<file path="src/rtl/hte_pkg.sv">
`timescale 1ns / 1ps
`default_nettype none
// ----------------------------------------------------------------------------
// hte_pkg
// Types and constants shared by the HTML text escape encoder modules.
// ----------------------------------------------------------------------------
package hte_pkg;

    // Depth of the queue between the classifier and the run sequencer
    localparam int QUEUE_DEPTH = 4;

    // Width of the byte index within one escaped run (longest run is 32 bytes)
    localparam int IDX_W = 5;

    // Escape run selected for one input byte
    typedef enum logic [2:0] {
        RUN_PASS,
        RUN_LT,
        RUN_GT,
        RUN_AMP,
        RUN_QUOT,
        RUN_APOS,
        RUN_BR,
        RUN_TAB
    } t_run;

    // One classified word handed from front to back
    typedef struct packed {
        t_run       run;
        logic [7:0] ch;
        logic       str_end;
    } t_item;

    // Index of the final byte of each run
    function automatic logic [IDX_W-1:0] run_last_idx(input t_run run);
        logic [IDX_W-1:0] idx;
        idx = '0;
        unique case (run)
            RUN_PASS: idx = IDX_W'(0);
            RUN_LT:   idx = IDX_W'(3);
            RUN_GT:   idx = IDX_W'(3);
            RUN_AMP:  idx = IDX_W'(4);
            RUN_QUOT: idx = IDX_W'(5);
            RUN_APOS: idx = IDX_W'(4);
            RUN_BR:   idx = IDX_W'(4);
            RUN_TAB:  idx = IDX_W'(31);
            default:  idx = IDX_W'(0);
        endcase
        return idx;
    endfunction

endpackage
`default_nettype wire

</file>
<file path="src/rtl/html_text_escape_encoder.sv">
`timescale 1ns / 1ps
`default_nettype none
// ----------------------------------------------------------------------------
// html_text_escape_encoder
// HTML escaping of a byte stream for body text or attribute values.
// ----------------------------------------------------------------------------
// Each input byte produces a run of 1 to 32 output bytes: plain bytes pass
// through as one byte, entities give as many bytes as their length (4 to 6,
// or 32 for a tab in text context). The run sequencer emits one output byte
// per cycle while the result register is free or being popped. Input is
// taken every cycle while the queue of QUEUE_DEPTH words ahead of the
// sequencer has room, so long runs stall push only once that queue fills.
// A word passes from the classifier register, which the accepting edge
// loads, into the queue, and from the queue head the sequencer loads its
// bytes into the result register.
// ----------------------------------------------------------------------------
module html_text_escape_encoder #(
    parameter int QUEUE_DEPTH = hte_pkg::QUEUE_DEPTH
) (
    input  wire logic       i_clk,
    input  wire logic       i_rst_n,
    input  wire logic       push,
    output logic            full,
    input  wire logic [7:0] i_char_in,
    input  wire logic       i_attr_mode,
    input  wire logic       i_string_end,
    output logic            empty,
    input  wire logic       pop,
    output logic [7:0]      o_char_out,
    output logic            o_run_last,
    output logic            o_string_done
);
    import hte_pkg::*;

    logic  front_valid;
    t_item front_item;
    logic  q_full;
    logic  q_valid;
    t_item q_item;
    logic  q_rd;

    hte_front u_front (
        .i_clk        (i_clk),
        .i_rst_n      (i_rst_n),
        .push         (push),
        .full         (full),
        .i_char_in    (i_char_in),
        .i_attr_mode  (i_attr_mode),
        .i_string_end (i_string_end),
        .o_valid      (front_valid),
        .o_item       (front_item),
        .i_q_full     (q_full)
    );

    hte_queue #(
        .DEPTH (QUEUE_DEPTH)
    ) u_queue (
        .i_clk   (i_clk),
        .i_rst_n (i_rst_n),
        .i_wr    (front_valid),
        .i_item  (front_item),
        .o_full  (q_full),
        .o_valid (q_valid),
        .o_item  (q_item),
        .i_rd    (q_rd)
    );

    hte_back u_back (
        .i_clk         (i_clk),
        .i_rst_n       (i_rst_n),
        .i_q_valid     (q_valid),
        .i_q_item      (q_item),
        .o_q_rd        (q_rd),
        .empty         (empty),
        .pop           (pop),
        .o_char_out    (o_char_out),
        .o_run_last    (o_run_last),
        .o_string_done (o_string_done)
    );

endmodule
`default_nettype wire

</file>
<file path="src/rtl/hte_front.sv">
`timescale 1ns / 1ps
`default_nettype none
// ----------------------------------------------------------------------------
// hte_front
// Accepts raw bytes, picks the escape run for each and registers the word
// for the queue.
// ----------------------------------------------------------------------------
module hte_front (
    input  wire logic          i_clk,
    input  wire logic          i_rst_n,
    input  wire logic          push,
    output logic               full,
    input  wire logic [7:0]    i_char_in,
    input  wire logic          i_attr_mode,
    input  wire logic          i_string_end,
    output logic               o_valid,
    output hte_pkg::t_item     o_item,
    input  wire logic          i_q_full
);
    import hte_pkg::*;

    localparam logic [7:0] CH_TAB  = 8'h09;
    localparam logic [7:0] CH_NL   = 8'h0A;
    localparam logic [7:0] CH_QUOT = 8'h22;
    localparam logic [7:0] CH_AMP  = 8'h26;
    localparam logic [7:0] CH_APOS = 8'h27;
    localparam logic [7:0] CH_LT   = 8'h3C;
    localparam logic [7:0] CH_GT   = 8'h3E;

    logic  r_valid;
    t_item r_item;
    t_item n_item;
    logic  accept;
    logic  drain;

    always_comb begin
        n_item.ch      = i_char_in;
        n_item.str_end = i_string_end;
        unique case (i_char_in)
            CH_LT:   n_item.run = RUN_LT;
            CH_GT:   n_item.run = RUN_GT;
            CH_AMP:  n_item.run = RUN_AMP;
            CH_NL:   n_item.run = i_attr_mode ? RUN_PASS : RUN_BR;
            CH_TAB:  n_item.run = i_attr_mode ? RUN_PASS : RUN_TAB;
            CH_QUOT: n_item.run = i_attr_mode ? RUN_QUOT : RUN_PASS;
            CH_APOS: n_item.run = i_attr_mode ? RUN_APOS : RUN_PASS;
            default: n_item.run = RUN_PASS;
        endcase
    end

    assign drain  = r_valid && !i_q_full;
    assign full   = r_valid && i_q_full;
    assign accept = push && !full;

    always_ff @(posedge i_clk) begin
        if (!i_rst_n) begin
            r_valid <= 1'b0;
        end else if (accept) begin
            r_valid <= 1'b1;
        end else if (drain) begin
            r_valid <= 1'b0;
        end
    end

    always_ff @(posedge i_clk) begin
        if (accept) begin
            r_item <= n_item;
        end
    end

    assign o_valid = r_valid;
    assign o_item  = r_item;

endmodule
`default_nettype wire

</file>
<file path="src/rtl/hte_queue.sv">
`timescale 1ns / 1ps
`default_nettype none
// ----------------------------------------------------------------------------
// hte_queue
// Small first-in first-out store of classified words between front and back.
// ----------------------------------------------------------------------------
module hte_queue #(
    parameter int DEPTH = hte_pkg::QUEUE_DEPTH
) (
    input  wire logic          i_clk,
    input  wire logic          i_rst_n,
    input  wire logic          i_wr,
    input  hte_pkg::t_item     i_item,
    output logic               o_full,
    output logic               o_valid,
    output hte_pkg::t_item     o_item,
    input  wire logic          i_rd
);
    import hte_pkg::*;

    localparam int PTR_W = (DEPTH > 1) ? $clog2(DEPTH) : 1;
    localparam int CNT_W = $clog2(DEPTH + 1);
    localparam logic [PTR_W-1:0] PTR_LAST = PTR_W'(DEPTH - 1);
    localparam logic [CNT_W-1:0] CNT_FULL = CNT_W'(DEPTH);

    t_item            r_mem [DEPTH];
    logic [PTR_W-1:0] r_wr_ptr;
    logic [PTR_W-1:0] r_rd_ptr;
    logic [CNT_W-1:0] r_count;
    logic             do_wr;
    logic             do_rd;

    assign o_full  = (r_count == CNT_FULL);
    assign o_valid = (r_count != '0);
    assign o_item  = r_mem[r_rd_ptr];
    assign do_wr   = i_wr && !o_full;
    assign do_rd   = i_rd && o_valid;

    always_ff @(posedge i_clk) begin
        if (!i_rst_n) begin
            r_wr_ptr <= '0;
            r_rd_ptr <= '0;
            r_count  <= '0;
        end else begin
            if (do_wr) begin
                r_wr_ptr <= (r_wr_ptr == PTR_LAST) ? '0 : r_wr_ptr + 1'b1;
            end
            if (do_rd) begin
                r_rd_ptr <= (r_rd_ptr == PTR_LAST) ? '0 : r_rd_ptr + 1'b1;
            end
            if (do_wr && !do_rd) begin
                r_count <= r_count + 1'b1;
            end else if (do_rd && !do_wr) begin
                r_count <= r_count - 1'b1;
            end
        end
    end

    always_ff @(posedge i_clk) begin
        if (do_wr) begin
            r_mem[r_wr_ptr] <= i_item;
        end
    end

    a_count_bound: assert property (@(posedge i_clk) disable iff (!i_rst_n)
        r_count <= CNT_FULL)
        else $error("queue count beyond depth");

    a_ptr_gap: assert property (@(posedge i_clk) disable iff (!i_rst_n)
        (r_count == '0 || r_count == CNT_FULL) |-> (r_wr_ptr == r_rd_ptr))
        else $error("queue pointers disagree with count");

    a_count_step: assert property (@(posedge i_clk) disable iff (!i_rst_n)
        (do_wr && !do_rd) |=> (r_count == $past(r_count) + 1'b1))
        else $error("queue count missed a write");

endmodule
`default_nettype wire

</file>
<file path="src/rtl/hte_back.sv">
`timescale 1ns / 1ps
`default_nettype none
// ----------------------------------------------------------------------------
// hte_back
// Run sequencer: walks the escape run of the word at the queue head into
// the result register, one byte a cycle while that register is free or popped.
// ----------------------------------------------------------------------------
module hte_back (
    input  wire logic          i_clk,
    input  wire logic          i_rst_n,
    input  wire logic          i_q_valid,
    input  hte_pkg::t_item     i_q_item,
    output logic               o_q_rd,
    output logic               empty,
    input  wire logic          pop,
    output logic [7:0]         o_char_out,
    output logic               o_run_last,
    output logic               o_string_done
);
    import hte_pkg::*;

    localparam logic [8*4-1:0]  ENT_LT   = "&lt;";
    localparam logic [8*4-1:0]  ENT_GT   = "&gt;";
    localparam logic [8*5-1:0]  ENT_AMP  = "&amp;";
    localparam logic [8*6-1:0]  ENT_QUOT = "&quot;";
    localparam logic [8*5-1:0]  ENT_APOS = "&#39;";
    localparam logic [8*5-1:0]  ENT_BR   = "<br>\n";
    localparam logic [8*32-1:0] ENT_TAB  = "&nbsp; &nbsp;&nbsp; &nbsp; &nbsp";

    logic             r_out_valid;
    logic [7:0]       r_char;
    logic             r_run_last;
    logic             r_done;
    logic [IDX_W-1:0] r_idx;
    logic [IDX_W-1:0] last_idx;
    logic             at_last;
    logic             advance;
    logic [7:0]       byte_sel;

    // Byte of the current run at position r_idx; strings sit MSB first
    always_comb begin
        byte_sel = i_q_item.ch;
        unique case (i_q_item.run)
            RUN_PASS: byte_sel = i_q_item.ch;
            RUN_LT:   byte_sel = ENT_LT[8*(3 - r_idx[1:0]) +: 8];
            RUN_GT:   byte_sel = ENT_GT[8*(3 - r_idx[1:0]) +: 8];
            RUN_AMP:  byte_sel = (r_idx[2:0] > 3'd4) ? 8'h00
                               : ENT_AMP[8*(4 - r_idx[2:0]) +: 8];
            RUN_QUOT: byte_sel = (r_idx[2:0] > 3'd5) ? 8'h00
                               : ENT_QUOT[8*(5 - r_idx[2:0]) +: 8];
            RUN_APOS: byte_sel = (r_idx[2:0] > 3'd4) ? 8'h00
                               : ENT_APOS[8*(4 - r_idx[2:0]) +: 8];
            RUN_BR:   byte_sel = (r_idx[2:0] > 3'd4) ? 8'h00
                               : ENT_BR[8*(4 - r_idx[2:0]) +: 8];
            RUN_TAB:  byte_sel = ENT_TAB[8*(31 - r_idx) +: 8];
            default:  byte_sel = i_q_item.ch;
        endcase
    end

    assign last_idx = run_last_idx(i_q_item.run);
    assign at_last  = (r_idx == last_idx);
    // Move a byte out when the result register is free or being taken
    assign advance  = i_q_valid && (!r_out_valid || pop);
    assign o_q_rd   = advance && at_last;

    always_ff @(posedge i_clk) begin
        if (!i_rst_n) begin
            r_out_valid <= 1'b0;
            r_idx       <= '0;
        end else begin
            if (advance) begin
                r_out_valid <= 1'b1;
                r_idx       <= at_last ? '0 : r_idx + 1'b1;
            end else if (pop) begin
                r_out_valid <= 1'b0;
            end
        end
    end

    always_ff @(posedge i_clk) begin
        if (advance) begin
            r_char     <= byte_sel;
            r_run_last <= at_last;
            r_done     <= at_last && i_q_item.str_end;
        end
    end

    assign empty         = !r_out_valid;
    assign o_char_out    = r_char;
    assign o_run_last    = r_run_last;
    assign o_string_done = r_done;

    a_idx_in_run: assert property (@(posedge i_clk) disable iff (!i_rst_n)
        i_q_valid |-> (r_idx <= last_idx))
        else $error("run index past end of run");

    a_idx_needs_word: assert property (@(posedge i_clk) disable iff (!i_rst_n)
        (r_idx != '0) |-> i_q_valid)
        else $error("run in progress without a queued word");

    a_done_on_last: assert property (@(posedge i_clk) disable iff (!i_rst_n)
        (r_out_valid && r_done) |-> r_run_last)
        else $error("string done flagged before end of run");

    a_hold_stalled: assert property (@(posedge i_clk) disable iff (!i_rst_n)
        (r_out_valid && !pop) |=> (r_out_valid && $stable(r_char)))
        else $error("stalled result changed");

endmodule
`default_nettype wire

</file>
<file path="config.mk">
export PLATFORM = sky130hd
export DESIGN_NAME = html_text_escape_encoder
export DESIGN_NICKNAME = d
export VERILOG_FILES = /design/src/rtl/hte_pkg.sv /design/src/rtl/html_text_escape_encoder.sv /design/src/rtl/hte_front.sv /design/src/rtl/hte_queue.sv /design/src/rtl/hte_back.sv
export SDC_FILE = /design/constraint.sdc
export NUM_CORES = 1
export LEC_CHECK = 0
export BUFFER_PORTS_ARGS = -buffer_cell sky130_fd_sc_hd__buf_2
export CORE_ASPECT_RATIO = 0.6
export CORE_MARGIN = 2
export CORE_UTILIZATION = 44
export DETAILED_ROUTE_END_ITERATION = 16
export SETUP_SLACK_MARGIN = 0.05
export SLEW_MARGIN = 20
export SYNTH_ARGS = -nofsm -noshare
export SYNTH_HDL_FRONTEND = slang
export SYNTH_SLANG_ARGS = --single-unit
</file>
<file path="constraint.sdc">
create_clock -name i_clk -period 4 [get_ports i_clk]
set_input_delay 0.6 -clock i_clk [delete_from_list [all_inputs] [get_ports i_clk]]
set_output_delay 0.6 -clock i_clk [all_outputs]
set_load 0.005 [all_outputs]
</file>
==> results.json <==
{
  "outcome": "finished clean",
  "fin_crit_ns": 3.65,
  "hold_viol_final": 0,
  "use_met3": 0.0513,
  "die_h_um": 82.9,
  "utilization": 0.516,
  "setup_slack_ns": 0.355,
  "ant_nets": 0,
  "regArea_um2": 2420,
  "die_width_um": 136,
  "worst_slew_pin_slew_ns": 0.696,
  "numPortBuffers": 25,
  "synth_top_flop_cell": "edfxtp_1",
  "worst_ep_arrival_time_ns": 3.90,
  "holdCritPathClass": "in -> reg",
  "antenna_cells": 0,
  "grtUsageMet1": 0.306,
  "maxCapViolations": 0,
  "viasPerCell": 5.85,
  "clock_skew_ns": 0.00988,
  "clkTransAtPathRegs_ns": 0.06,
  "syn-cell-area_um2": 4570,
  "num_rows": 28,
  "yosysWarningCount": 0,
  "critical_path.startpoint_type": "register",
  "overflow": 0,
  "worst-path-max-fanout": 4,
  "fillers": 864,
  "rsz0062_at_grt": "no",
  "ys_types": 63,
  "critPathRequiredTime_ns": 4.25,
  "timing.fmax_mhz": 274,
  "synth.area.top_cells": "edfxtp_1, dfxtp_1, mux4_2",
  "final_cells": 536,
  "final-setup-viol-count": 0,
  "crit_top_cell": "inv_1",
  "synth-seq-cells": 86,
  "fin_nets": 435,
  "relSlewSlack": 0.536,
  "busiest_layer": "met1",
  "grt_max_degree": 31,
  "drc": 0,
  "synth.net_count": 410,
  "synth.avg_cell_area_um2": 12.3,
  "cpPeakStageDelay_ns": 0.57,
  "syn-instance-count": 372,
  "final_layout_size_suffix_gt1_frac": 0.187,
  "synth-edff-count": 70,
  "clock_latency_ns": 0.33,
  "hold_buffers": 0,
  "firstDrtPassIters": 5,
  "cp-end-kind": "register",
  "async_reset_ff_frac": 0,
  "place_hpwl_um": 7120,
  "synth_top_area_share": 0.460,
  "critical_path_class": "reg -> reg",
  "post_cts_buffers": 0,
  "initial_utilization": 0.457,
  "maxSlewViolCount": 0,
  "fin_setup_tns_ns": 0,
  "cts_root_buf": "clkbuf_16",
  "routedWlPerCell_um": 18.7,
  "p_leak_nw": 1.86,
  "seq_area_frac_synth": 0.530,
  "p_per_area_nw_per_um2": 662,
  "grt_antenna_before_repair": 0,
  "grt_util_all_layers": 0.192,
  "multiInputGateArea_um2": 2000,
  "die_area_um2": 11200,
  "grt_use_met2": 0.260,
  "dr.first_iter.drc_count": 292,
  "synth_most_common_cell": "edfxtp_1",
  "syn2layout_area_growth_pct": 12.8,
  "period_share": 0.911,
  "synthTopCellsByCount": "edfxtp_1, nand2_1, ha_1",
  "fin_hold_ws_ns": 0.444,
  "dp.cells": 521,
  "grt_pass1_vias": 2968,
  "coreArea_um2": 9980,
  "ctsResizeCount": 0,
  "vdd_drop_max_mv": 0.364,
  "post-place-ws_ns": 0.342,
  "cts.htree.levels": 3,
  "clock_sinks": 86,
  "drt_wl_total_um": 10000,
  "io_pins": 26,
  "num_vias": 3134,
  "grt_pass1_wl_um": 16500,
  "gp_congestion": 0.911,
  "yosysTopAreaCell": "edfxtp_1",
  "cts_buffer_depth": 2,
  "cpMaxStageDelayCell": "mux4_2",
  "path_cells": "mux4_2 > inv_1 > ha_1 > xor2_1 > and3_1 > nor4_2 > nor3_2 > inv_1 > ha_1 > inv_1 > fa_1 > xor2_1 > or3_1 > a21boi_0",
  "cts_tree": "yes",
  "cts_buffers": 9
}
==> layout by cell type, fill, tap and decap left out, drive strengths merged, types with 8 or more instances in the layout <==
| cell type | count |
|---|---|
| o21ai | 12 |
| nor2b | 9 |
| nor2 | 18 |
| inv | 15 |
| and2 | 8 |
| a21oi | 9 |
| nor3 | 9 |
| dfxtp | 16 |
| nand2b | 8 |
| mux4 | 14 |
| clkbuf | 9 |
| buf | 37 |
| edfxtp | 70 |
| ha | 23 |
| nand2 | 27 |
| mux2i | 12 |
==> power breakdown <==
part | switching [W] | internal [W]
Clock | 0.000324 | 0.000479
Combinational | 0.000846 | 0.000539
Sequential | 0.0000716 | 0.00115
==> kinds of logic after synthesis <==
family | Yosys count | synth area share
xor gates and xnor gates | 10 | 0.0192
muxes | 29 | 0.103
DFF | 86 | 0.530
buffers and inverters | 39 | 0.0331
and+or+nand+nor | 108 | 0.124
adders and majority gates | 24 | 0.0674
AOI/OAI and AO/OA | 76 | 0.123
==> stage by stage <==
stage / cell area, µm² / power, W
final: 5150 / 0.00341
after global routing: 5150 / 0.00365
after detailed placement: 4860 / 0.00259
after floorplan: 4570 / 0.00219
after global placement: 4860 / 0.00258
after CTS: 5150 / 0.00341
==> routing by layer <==
layer / part of all wire / wire length [µm]
met2: 0.41 / 4140
met5: 0 / 0
met3: 0.075 / 752
met1: 0.51 / 5110
met4: 0.0044 / 44
==> sequential cells by signal (all words and copies together) (netlist names), named ones only <==
signal	cells
u_queue.r_wr_ptr	2
u_back.o_string_done	1
u_queue.r_count	3
u_front.o_item	12
u_back.o_char_out	8
u_back.r_idx	5
u_front.o_valid	1
u_back.o_run_last	1
u_queue.r_mem	48
u_back.r_out_valid	1
u_queue.r_rd_ptr	2
==> worst paths after layout <==
path / from / to / slack, ns / cells after the start
min: i_string_end / u_front.o_item[0] / 0.44 / 1
max: register / u_queue.r_count[2] / 0.35 / 14
min reg2reg: u_queue.r_rd_ptr[1] / register / 0.48 / 2
max reg2reg: register / u_queue.r_count[2] / 0.35 / 14
==> worst max-delay path: cells and delay by family, from the launching register on <==
kind	cells	cell delay [ns]
and+or+nand+nor	4	1.03
DFF	1	0.40
AOI/OAI and AO/OA	1	0.16
xor gates and xnor gates	2	0.38
buffers and inverters	3	0.24
adders and majority gates	3	0.79
muxes	1	0.57
==> cell type report <==
type	count	share of cell area
sequential	86	0.470
multi-input combinational	247	0.388
clock buffer	9	0.0437
timing repair buffer	37	0.0418
tap	135	0.0328
clock inverter	6	0.0124
inverter	16	0.0117
No activity file was read; power rests on OpenSTA's default activity.
